<file path="config.mk">
export PLATFORM = sky130hd
export DESIGN_NAME = dual_cluster_delta_r_threshold_grid
export DESIGN_NICKNAME = d
export VERILOG_FILES = /design/src/design/dcdrtg_pkg.sv /design/src/design/dual_cluster_delta_r_threshold_grid.sv /design/src/design/dcdrtg_ram.sv /design/src/design/dcdrtg_dist.sv /design/src/design/dcdrtg_grid.sv
export SDC_FILE = /design/constraint.sdc
export NUM_CORES = 1
export LEC_CHECK = 0
export BUFFER_PORTS_ARGS = -buffer_cell sky130_fd_sc_hd__clkbuf_2
export CAP_MARGIN = 20
export CORE_AREA = 5 5 231 233
export DETAILED_ROUTE_END_ITERATION = 8
export DIE_AREA = 0 0 236 238
export HOLD_SLACK_MARGIN = 0.02
export PLACE_DENSITY = 0.81
export REMOVE_ABC_BUFFERS = 1
export SYNTH_ARGS = -nofsm -noshare
export SYNTH_HDL_FRONTEND = slang
export SYNTH_SLANG_ARGS = --single-unit
</file>
<file path="constraint.sdc">
create_clock -name clk -period 4.9 [get_ports clk]
set_input_delay 0.98 -clock clk [delete_from_list [all_inputs] [get_ports clk]]
set_output_delay 0.98 -clock clk [all_outputs]
set_load 0.02 [all_outputs]
</file>
<file path="src/design/dcdrtg_pkg.sv">
// Shared types and constants for the di-cluster delta-R threshold grid.
package dcdrtg_pkg;

  localparam int MAX_CLUSTERS = 12;
  localparam int GRID_STEPS   = 10;

  localparam int ENERGY_W = 9;
  localparam int ETA_W    = 8;
  localparam int PHI_W    = 8;
  localparam int LIMIT_W  = 17;
  localparam int STEP_W   = 6;
  localparam int DIST_W   = 17;
  localparam int PASS_W   = 55;

  // used cells of the triangular grid
  localparam int MASK_W = GRID_STEPS * (GRID_STEPS + 1) / 2;

  // (GRID_STEPS-1) * 63 stays below 1024 for any grid up to ten steps
  localparam int THR_W = 10;

  localparam int CNT_W  = $clog2(MAX_CLUSTERS + 1);
  localparam int ADDR_W = $clog2(MAX_CLUSTERS);

  localparam int IN_DATA_W  = ((ENERGY_W + ETA_W + PHI_W + 7) / 8) * 8;
  localparam int OUT_DATA_W = ((PASS_W + 2 + 7) / 8) * 8;

  localparam int PHI_TURN = 144;
  localparam int PHI_HALF = 72;

  // configuration register indexes
  localparam logic REG_DIST_LIMIT = 1'b0;
  localparam logic REG_STEP       = 1'b1;

  localparam logic [LIMIT_W-1:0] LIMIT_RESET = LIMIT_W'(526);
  localparam logic [STEP_W-1:0]  STEP_RESET  = STEP_W'(2);

  typedef struct packed {
    logic [PHI_W-1:0]    phi;
    logic [ETA_W-1:0]    eta;
    logic [ENERGY_W-1:0] energy;
  } cluster_t;

  typedef struct packed {
    logic                valid;
    logic                hit;
    logic [ENERGY_W-1:0] lead_energy;
  } pair_res_t;

endpackage

</file>
<file path="src/design/dual_cluster_delta_r_threshold_grid.sv">
// Di-cluster delta-R trigger: one word per cluster, one pass mask word per event.
// Each accepted word is a cluster (tuser high) or an empty marker; tlast closes the
// event and yields one output word holding the 55-bit threshold grid mask, the
// enough-clusters flag and the overflow flag. Up to MAX_CLUSTERS clusters are kept
// in a small RAM. A new cluster is paired with every stored one through a single
// distance pipeline fed from the RAM's one read port, one stored cluster per cycle.
// The input is not ready while a word is being processed; a closing word also
// waits while an earlier result has not yet been taken.
module dual_cluster_delta_r_threshold_grid (
  input  logic                                 clk,
  input  logic                                 rst,
  input  logic                                 s_tvalid,
  output logic                                 s_tready,
  // energy[8:0], eta_pos[16:9], phi_pos[24:17], zero padding above
  input  logic [dcdrtg_pkg::IN_DATA_W-1:0]     s_tdata,
  // present
  input  logic                                 s_tuser,
  input  logic                                 s_tlast,
  output logic                                 m_tvalid,
  input  logic                                 m_tready,
  // pass_mask[54:0], enough_clusters[55], overflow[56], zero padding above
  output logic [dcdrtg_pkg::OUT_DATA_W-1:0]    m_tdata,
  input  logic                                 cfg_we,
  input  logic                                 cfg_idx,
  input  logic [dcdrtg_pkg::LIMIT_W-1:0]       cfg_wdata
);

  localparam logic [1:0] ST_IDLE  = 2'd0;
  localparam logic [1:0] ST_SCAN  = 2'd1;
  localparam logic [1:0] ST_DRAIN = 2'd2;
  localparam logic [1:0] ST_DONE  = 2'd3;

  logic [1:0]                          state;
  logic [dcdrtg_pkg::LIMIT_W-1:0]      dist_limit;
  logic [dcdrtg_pkg::STEP_W-1:0]       thr_step;
  logic [dcdrtg_pkg::CNT_W-1:0]        cluster_count;
  logic [dcdrtg_pkg::CNT_W-1:0]        pairs_n;
  logic [dcdrtg_pkg::ADDR_W-1:0]       scan_idx;
  logic [dcdrtg_pkg::PASS_W-1:0]       event_mask;
  logic                                overflow_seen;
  logic                                rd_valid;
  logic                                cur_last;
  dcdrtg_pkg::cluster_t                cur;
  dcdrtg_pkg::cluster_t                in_cluster;
  dcdrtg_pkg::cluster_t                rd_cluster;
  dcdrtg_pkg::pair_res_t               res;
  logic                                dist_busy;
  logic [dcdrtg_pkg::PASS_W-1:0]       grid_mask;
  logic                                out_valid;
  logic [dcdrtg_pkg::PASS_W+1:0]       out_data;

  logic accept;
  logic store_ok;
  logic rd_en;
  logic scan_end;
  logic out_load;
  logic enough;

  assign in_cluster.energy = s_tdata[dcdrtg_pkg::ENERGY_W-1:0];
  assign in_cluster.eta    = s_tdata[dcdrtg_pkg::ENERGY_W +: dcdrtg_pkg::ETA_W];
  assign in_cluster.phi    = s_tdata[dcdrtg_pkg::ENERGY_W + dcdrtg_pkg::ETA_W +:
                                     dcdrtg_pkg::PHI_W];

  assign s_tready = (state == ST_IDLE);
  assign accept   = s_tvalid && s_tready;
  assign store_ok = s_tuser && (cluster_count < dcdrtg_pkg::CNT_W'(dcdrtg_pkg::MAX_CLUSTERS));
  assign rd_en    = (state == ST_SCAN);
  assign scan_end = (dcdrtg_pkg::CNT_W'(scan_idx) == pairs_n - dcdrtg_pkg::CNT_W'(1));
  assign out_load = (state == ST_DONE) && cur_last && (!out_valid || m_tready);
  assign enough   = (cluster_count >= dcdrtg_pkg::CNT_W'(2));

  dcdrtg_ram #(
    .WIDTH ($bits(dcdrtg_pkg::cluster_t)),
    .DEPTH (dcdrtg_pkg::MAX_CLUSTERS)
  ) u_store (
    .clk   (clk),
    .we    (accept && store_ok),
    .waddr (cluster_count[dcdrtg_pkg::ADDR_W-1:0]),
    .wdata (in_cluster),
    .re    (rd_en),
    .raddr (scan_idx),
    .rdata (rd_cluster)
  );

  dcdrtg_dist u_dist (
    .clk      (clk),
    .rst      (rst),
    .in_valid (rd_valid),
    .stored   (rd_cluster),
    .fresh    (cur),
    .limit    (dist_limit),
    .res      (res),
    .busy     (dist_busy)
  );

  dcdrtg_grid u_grid (
    .lead_energy (res.lead_energy),
    .sub_energy  (cur.energy),
    .step        (thr_step),
    .marks       (grid_mask)
  );

  // configuration
  always_ff @(posedge clk) begin
    if (rst) begin
      dist_limit <= dcdrtg_pkg::LIMIT_RESET;
      thr_step   <= dcdrtg_pkg::STEP_RESET;
    end else if (cfg_we) begin
      unique case (cfg_idx)
        dcdrtg_pkg::REG_DIST_LIMIT: dist_limit <= cfg_wdata;
        dcdrtg_pkg::REG_STEP:       thr_step   <= cfg_wdata[dcdrtg_pkg::STEP_W-1:0];
        default: ;
      endcase
    end
  end

  // sequencer and event state
  always_ff @(posedge clk) begin
    if (rst) begin
      state         <= ST_IDLE;
      cluster_count <= '0;
      event_mask    <= '0;
      overflow_seen <= 1'b0;
      rd_valid      <= 1'b0;
      out_valid     <= 1'b0;
      pairs_n       <= '0;
      scan_idx      <= '0;
      cur_last      <= 1'b0;
    end else begin
      rd_valid <= rd_en;
      if (res.valid && res.hit) begin
        event_mask <= event_mask | grid_mask;
      end
      if (out_load) begin
        out_valid <= 1'b1;
      end else if (m_tready) begin
        out_valid <= 1'b0;
      end
      unique case (state)
        ST_IDLE: begin
          if (accept) begin
            cur_last <= s_tlast;
            pairs_n  <= cluster_count;
            scan_idx <= '0;
            if (store_ok) begin
              cluster_count <= cluster_count + dcdrtg_pkg::CNT_W'(1);
            end else if (s_tuser) begin
              overflow_seen <= 1'b1;
            end
            state <= (store_ok && cluster_count != '0) ? ST_SCAN : ST_DONE;
          end
        end
        ST_SCAN: begin
          scan_idx <= scan_idx + dcdrtg_pkg::ADDR_W'(1);
          if (scan_end) begin
            state <= ST_DRAIN;
          end
        end
        ST_DRAIN: begin
          if (!rd_valid && !dist_busy) begin
            state <= ST_DONE;
          end
        end
        ST_DONE: begin
          if (!cur_last) begin
            state <= ST_IDLE;
          end else if (out_load) begin
            cluster_count <= '0;
            event_mask    <= '0;
            overflow_seen <= 1'b0;
            state         <= ST_IDLE;
          end
        end
        default: state <= ST_IDLE;
      endcase
    end
  end

  always_ff @(posedge clk) begin
    if (accept) begin
      cur <= in_cluster;
    end
    if (out_load) begin
      out_data <= {overflow_seen, enough, enough ? event_mask : dcdrtg_pkg::PASS_W'(0)};
    end
  end

  assign m_tvalid = out_valid;
  assign m_tdata  = dcdrtg_pkg::OUT_DATA_W'(out_data);

`ifndef NO_ASSERTIONS
  a_count_bound: assert property (@(posedge clk) disable iff (rst)
    cluster_count <= dcdrtg_pkg::CNT_W'(dcdrtg_pkg::MAX_CLUSTERS))
    else $error("cluster count above capacity");

  a_scan_addr: assert property (@(posedge clk) disable iff (rst)
    state == ST_SCAN |-> dcdrtg_pkg::CNT_W'(scan_idx) < pairs_n)
    else $error("read of an entry not yet stored");

  a_res_in_scan: assert property (@(posedge clk) disable iff (rst)
    res.valid |-> (state == ST_SCAN || state == ST_DRAIN))
    else $error("pair result outside the scan");

  a_mask_needs_pair: assert property (@(posedge clk) disable iff (rst)
    out_valid && !out_data[dcdrtg_pkg::PASS_W] |-> out_data[dcdrtg_pkg::PASS_W-1:0] == '0)
    else $error("pass mask set without two clusters");
`endif

endmodule

</file>
<file path="src/design/dcdrtg_ram.sv">
// Generic single-write, single-read RAM with registered read data.
module dcdrtg_ram #(
  parameter int WIDTH = 8,
  parameter int DEPTH = 16
) (
  input  logic                     clk,
  input  logic                     we,
  input  logic [$clog2(DEPTH)-1:0] waddr,
  input  logic [WIDTH-1:0]         wdata,
  input  logic                     re,
  input  logic [$clog2(DEPTH)-1:0] raddr,
  output logic [WIDTH-1:0]         rdata
);

  logic [WIDTH-1:0] mem [DEPTH];

  always_ff @(posedge clk) begin
    if (we) begin
      mem[waddr] <= wdata;
    end
    if (re) begin
      rdata <= mem[raddr];
    end
  end

endmodule

</file>
<file path="src/design/dcdrtg_dist.sv">
// Pipelined pair distance unit: wrapped phi, squares, compare against the limit.
module dcdrtg_dist (
  input  logic                               clk,
  input  logic                               rst,
  input  logic                               in_valid,
  input  dcdrtg_pkg::cluster_t               stored,
  input  dcdrtg_pkg::cluster_t               fresh,
  input  logic [dcdrtg_pkg::LIMIT_W-1:0]     limit,
  output dcdrtg_pkg::pair_res_t              res,
  output logic                               busy
);

  logic signed [dcdrtg_pkg::ETA_W:0]   de;
  logic [dcdrtg_pkg::ETA_W-1:0]        de_abs;
  logic [dcdrtg_pkg::PHI_W-1:0]        dp_raw;
  logic [dcdrtg_pkg::PHI_W-1:0]        dp_mod;
  logic [6:0]                          dp_fold;

  logic                                v1, v2;
  logic [dcdrtg_pkg::ETA_W-1:0]        s1_de;
  logic [6:0]                          s1_dp;
  logic [dcdrtg_pkg::ENERGY_W-1:0]     s1_e;
  logic [15:0]                         s2_de_sq;
  logic [12:0]                         s2_dp_sq;
  logic [dcdrtg_pkg::ENERGY_W-1:0]     s2_e;
  logic [dcdrtg_pkg::DIST_W-1:0]       d2;

  always_comb begin
    de = $signed({stored.eta[dcdrtg_pkg::ETA_W-1], stored.eta})
       - $signed({fresh.eta[dcdrtg_pkg::ETA_W-1], fresh.eta});
    de_abs = de[dcdrtg_pkg::ETA_W] ? dcdrtg_pkg::ETA_W'(-de) : de[dcdrtg_pkg::ETA_W-1:0];
    dp_raw = (stored.phi >= fresh.phi) ? stored.phi - fresh.phi : fresh.phi - stored.phi;
    // one turn off, then the shorter way round
    dp_mod = (dp_raw >= dcdrtg_pkg::PHI_W'(dcdrtg_pkg::PHI_TURN))
           ? dp_raw - dcdrtg_pkg::PHI_W'(dcdrtg_pkg::PHI_TURN) : dp_raw;
    dp_fold = (dp_mod > dcdrtg_pkg::PHI_W'(dcdrtg_pkg::PHI_HALF))
            ? 7'(dcdrtg_pkg::PHI_W'(dcdrtg_pkg::PHI_TURN) - dp_mod) : dp_mod[6:0];
  end

  assign d2 = dcdrtg_pkg::DIST_W'(s2_de_sq) + dcdrtg_pkg::DIST_W'(s2_dp_sq);

  always_ff @(posedge clk) begin
    if (rst) begin
      v1        <= 1'b0;
      v2        <= 1'b0;
      res.valid <= 1'b0;
    end else begin
      v1        <= in_valid;
      v2        <= v1;
      res.valid <= v2;
    end
    s1_de           <= de_abs;
    s1_dp           <= dp_fold;
    s1_e            <= stored.energy;
    s2_de_sq        <= s1_de * s1_de;
    s2_dp_sq        <= 13'(s1_dp * s1_dp);
    s2_e            <= s1_e;
    res.hit         <= d2 < limit;
    res.lead_energy <= s2_e;
  end

  assign busy = v1 | v2 | res.valid;

endmodule

</file>
<file path="src/design/dcdrtg_grid.sv">
// Threshold grid marks for one passing pair.
module dcdrtg_grid (
  input  logic [dcdrtg_pkg::ENERGY_W-1:0] lead_energy,
  input  logic [dcdrtg_pkg::ENERGY_W-1:0] sub_energy,
  input  logic [dcdrtg_pkg::STEP_W-1:0]   step,
  output logic [dcdrtg_pkg::PASS_W-1:0]   marks
);

  logic [dcdrtg_pkg::THR_W-1:0]      thr     [dcdrtg_pkg::GRID_STEPS];
  logic [dcdrtg_pkg::GRID_STEPS-1:0] lead_ok;
  logic [dcdrtg_pkg::GRID_STEPS-1:0] sub_ok;

  always_comb begin
    for (int l = 0; l < dcdrtg_pkg::GRID_STEPS; l++) begin
      thr[l]     = dcdrtg_pkg::THR_W'(l * int'(step));
      lead_ok[l] = dcdrtg_pkg::THR_W'(lead_energy) >= thr[l];
      sub_ok[l]  = dcdrtg_pkg::THR_W'(sub_energy) >= thr[l];
    end
  end

  // cell (L,S) sits at bit L*(L+1)/2+S
  always_comb begin
    marks = '0;
    for (int l = 0; l < dcdrtg_pkg::GRID_STEPS; l++) begin
      for (int s = 0; s < dcdrtg_pkg::GRID_STEPS; s++) begin
        if (s <= l) begin
          marks[l * (l + 1) / 2 + s] = lead_ok[l] & sub_ok[s];
        end
      end
    end
  end

endmodule

</file>
==> impl_metrics.toml <==
[global_routing]
antenna_found_initial = 3
grt-ovfl-total = 0
grt_usage_pct = 20.1
grt_pass1_wl_mm = 91.3
grt_max_degree = 58
grt_pass1_vias = 17300

[route]
via_per_inst = 5.62
wirelength_mm = 56.5
drt_iter0_markers = 1190
drc = 0
routedWlPerCell_um = 19.0
vias = 16800
drtPass1Iterations = 7
ant_nets = 0

[synthesis]
synth_edf_count = 407
synthArstFlopShare_pct = 0
yosysWarnings = 0
avgSynthCellArea_sq_um = 13.2
yosysUniqueCellTypes = 68
synth_most_common_cell = "edfxtp_1"
synth_top_cell_area_share_pct = 43.4
yosysTopAreaCell = "edfxtp_1"
ys_ff_latch = 576
ys.flop_type = "edfxtp_1"
syn-cell-area_sq_um = 28200
synthTopCellsByCount = "edfxtp_1 (407), ha_1 (256), dfxtp_1 (169)"
synth.area.top_cells = "edfxtp_1 (43%), dfxtp_1 (12%), ha_1 (11%)"
ys_seq_area_share_pct = 55.4
synth_cells = 2131

[power_and_ir_drop]
p_per_area_nw_per_um2 = 685
ir_worst_vdd_mv = 1.05
leakage_nw = 12.3
power_mw = 21.4

[floorplan]
die_x_um = 236
coreArea_sq_um = 51000
start_util_pct = 55.2
dieHeight_um = 238
io_pins = 123
die_area_sq_um = 56200
rows = 83

[final_layout]
area_growth_pct = 11.1
fin_util_pct = 61.4
final_area_sq_um = 31300
num_antenna_cells = 0
final_layout_size_suffix_gt1_share_pct = 13.8
final_nets = 2620

[clock_network]
root_buffer = "clkbuf_16"
worstSkewPairLatency_ns = 0.62
clk_pin_slew_ns = 0.06
numCtsBuffers = 54
cts_sinks = 576
cts_hold_buf = 0
post_cts_buffers = 0
clock_path_buffers = 3
cts_tree = "done"
cts_max_level = 2
cts-resized-gates = 0

[worst_setup_path]
slowest_stage = "fa_1"
path_delay_family = "adder cells"
slowest_delay_ns = 0.53
r2r_end = "u_dist.s2_de_sq[14]$_DFF_P_"
crit_type = "reg2reg"
crit_arrival_ns = 5.10
end_kind = "flip-flop"
rrSetupSlack_ns = 0.34
worst_ep_required_time_ns = 5.44
ff2ff_path_depth = 19
critical_path.cell_chain = "and2_1, fa_1, inv_1, fa_1, inv_1, ha_1, inv_1, fa_1, inv_1, ha_1, a21oi_1, o21bai_1, a21oi_1, o21bai_1, a21oi_1, o21ai_0, or4_1, o311ai_0, xnor2_1"
crit_top_cell = "inv_1"
crit_fanout = 10
start_kind = "flip-flop"
worstReg2RegStart = "u_dist.s1_de[0]$_DFF_P_"
cp.buffers_inverters = 4

[timing]
rsz0062_at_grt = "false"
relSlewSlack_pct = 31.3
slew_viol_final = 0
final.min_clock_period_ns = 4.56
report.final.setup_viol = 0
setup_ws_ns = 0.341
min_period_over_period_pct = 93.0
fmax_mhz = 219
skew_ns = 0.0262
fin_tns_setup_ns = 0
worst_slew_pin_slew_ns = 1.02
hold_viol = 0

[job]
drv_cap = 0

[placement]
numPortBuffers = 108
routabilityCongestion = 0.852
place_ws_ns = 0.369
placed_area_sq_um = 29500
dp_hpwl_mm = 36.8

[outcome]
status = "completed"

[hold_path]
hold_path_class = "reg2reg"
hold_depth = 0
hold_path_end = "u_dist.res[8]$_DFF_P_"
hold_start = "u_dist.s2_e[8]$_DFF_P_"
==> layer usage <==
layer	vias to the layer above	global-route usage, %	share of wire (%)
li1	7926	-	-
met1	8253	26.8	43
met2	470	34.2	49
met3	109	3.05	5.3
met4	4	6.35	2.9
met5	-	0	0.037
==> worst max-delay path by stage <==
| stage | from | to | slack (ns) | cells past startpoint |
|---|---|---|---|---|
| 2_1_floorplan | m_tready | event_mask[10]$_SDFF_PP0_ | -0.41 | 4 |
| 3_3_place_gp | u_dist.s1_de[5]$_DFF_P_ | u_dist.s2_de_sq[14]$_DFF_P_ | 0.48 | 16 |
| 3_5_place_dp | u_dist.s1_de[5]$_DFF_P_ | u_dist.s2_de_sq[14]$_DFF_P_ | 0.37 | 16 |
| 4_1_cts | u_dist.s1_de[5]$_DFF_P_ | u_dist.s2_de_sq[14]$_DFF_P_ | 0.35 | 16 |
| 5_1_grt | u_dist.s1_de[2]$_DFF_P_ | u_dist.s2_de_sq[13]$_DFF_P_ | 0.04 | 18 |
| 6_report | u_dist.s1_de[0]$_DFF_P_ | u_dist.s2_de_sq[14]$_DFF_P_ | 0.34 | 19 |
==> state kept, by name (all words and copies together) (netlist names), 2 cells and up <==
register         flops
cur                 25
u_store.mem        300
event_mask          55
u_store.rdata       25
dist_limit          17
u_dist.res          11
u_dist.s2_e          9
thr_step             6
u_dist.s1_de         8
u_dist.s2_de_sq     15
out_data            57
u_dist.s2_dp_sq     12
cluster_count        4
u_dist.s1_dp         7
pairs_n              4
u_dist.s1_e          9
scan_idx             4
state                2
==> stage by stage <==
stage          hold slack (ns)  instances
6_report                 0.317       2980
5_1_grt                  0.332       2980
4_1_cts                  0.321       2980
3_5_place_dp             0.313       2879
3_3_place_gp             0.310       2879
2_1_floorplan            0.310       2066
==> cell usage in the layout (no fill, tap or decap), types with 5 or more instances in the layout <==
cell type and count:
nor3b_1 5, a21o_1 81, nor3_1 15, a211oi_1 7, nand3_1 14, o21ai_0 61, dfxtp_1 166, clkbuf_2 108
fa_1 52, inv_1 161, a21boi_0 5, clkinv_1 7, nand4_1 7, mux2i_1 32, a21oi_1 130, nand2_1 119
o21bai_1 11, conb_1 7, edfxtp_1 407, ha_1 256, a31oi_1 8, nor2b_1 84, nand2b_1 16, mux4_2 75
clkinv_2 11, clkbuf_1 9, a211o_1 8, nor2_1 104, xor2_1 25, and3_1 8, xnor2_1 57, buf_4 24
clkbuf_16 56, and2_1 47, o21a_1 35
==> cells by family (layout without fill, tap and decap cells) <==
logic type      after synthesis  after routing  share of synthesized area, %
flops                       576            576                          55.4
simple gates                441            441                          7.80
compound gates              376            376                          8.48
fa+ha+maj                   310            310                          15.1
buf+inv                     233            396                          3.25
mux                         110            110                          7.25
xor+xnor                     84             84                          2.67
other cells                   1              7                        0.0133
==> power by group <==
part           leakage [nW]  switching, mW  total [mW]  internal [mW]
Combinational          6.39           5.80        10.9           5.09
Clock                 0.871           1.82        4.14           2.32
Sequential             4.99          0.478        6.39           5.91
Total                  12.3           8.10        21.4           13.3
==> worst register-to-register path: stages (launching register included) <==
cell and delay, ns:
dfxtp_1 0.49, and2_1 0.26, fa_1 0.20, inv_1 0.05, fa_1 0.48, inv_1 0.05, ha_1 0.27, inv_1 0.05
fa_1 0.53, inv_1 0.04, ha_1 0.33, a21oi_1 0.23, o21bai_1 0.09, a21oi_1 0.23, o21bai_1 0.10, a21oi_1 0.23
o21ai_0 0.14, or4_1 0.42, o311ai_0 0.13, xnor2_1 0.17
==> layout make-up <==
type                            instances  area (sq um)
Fill cell                            3695         19700
Clock inverter                         33           309
Multi-Input combinational cell       1328         11700
Sequential cell                       576         15600
Timing Repair Buffer                  133           741
Clock buffer                           68          1480
Tap cell                              680           851
Inverter                              162           608
No activity file was read; power rests on OpenSTA's default activity.
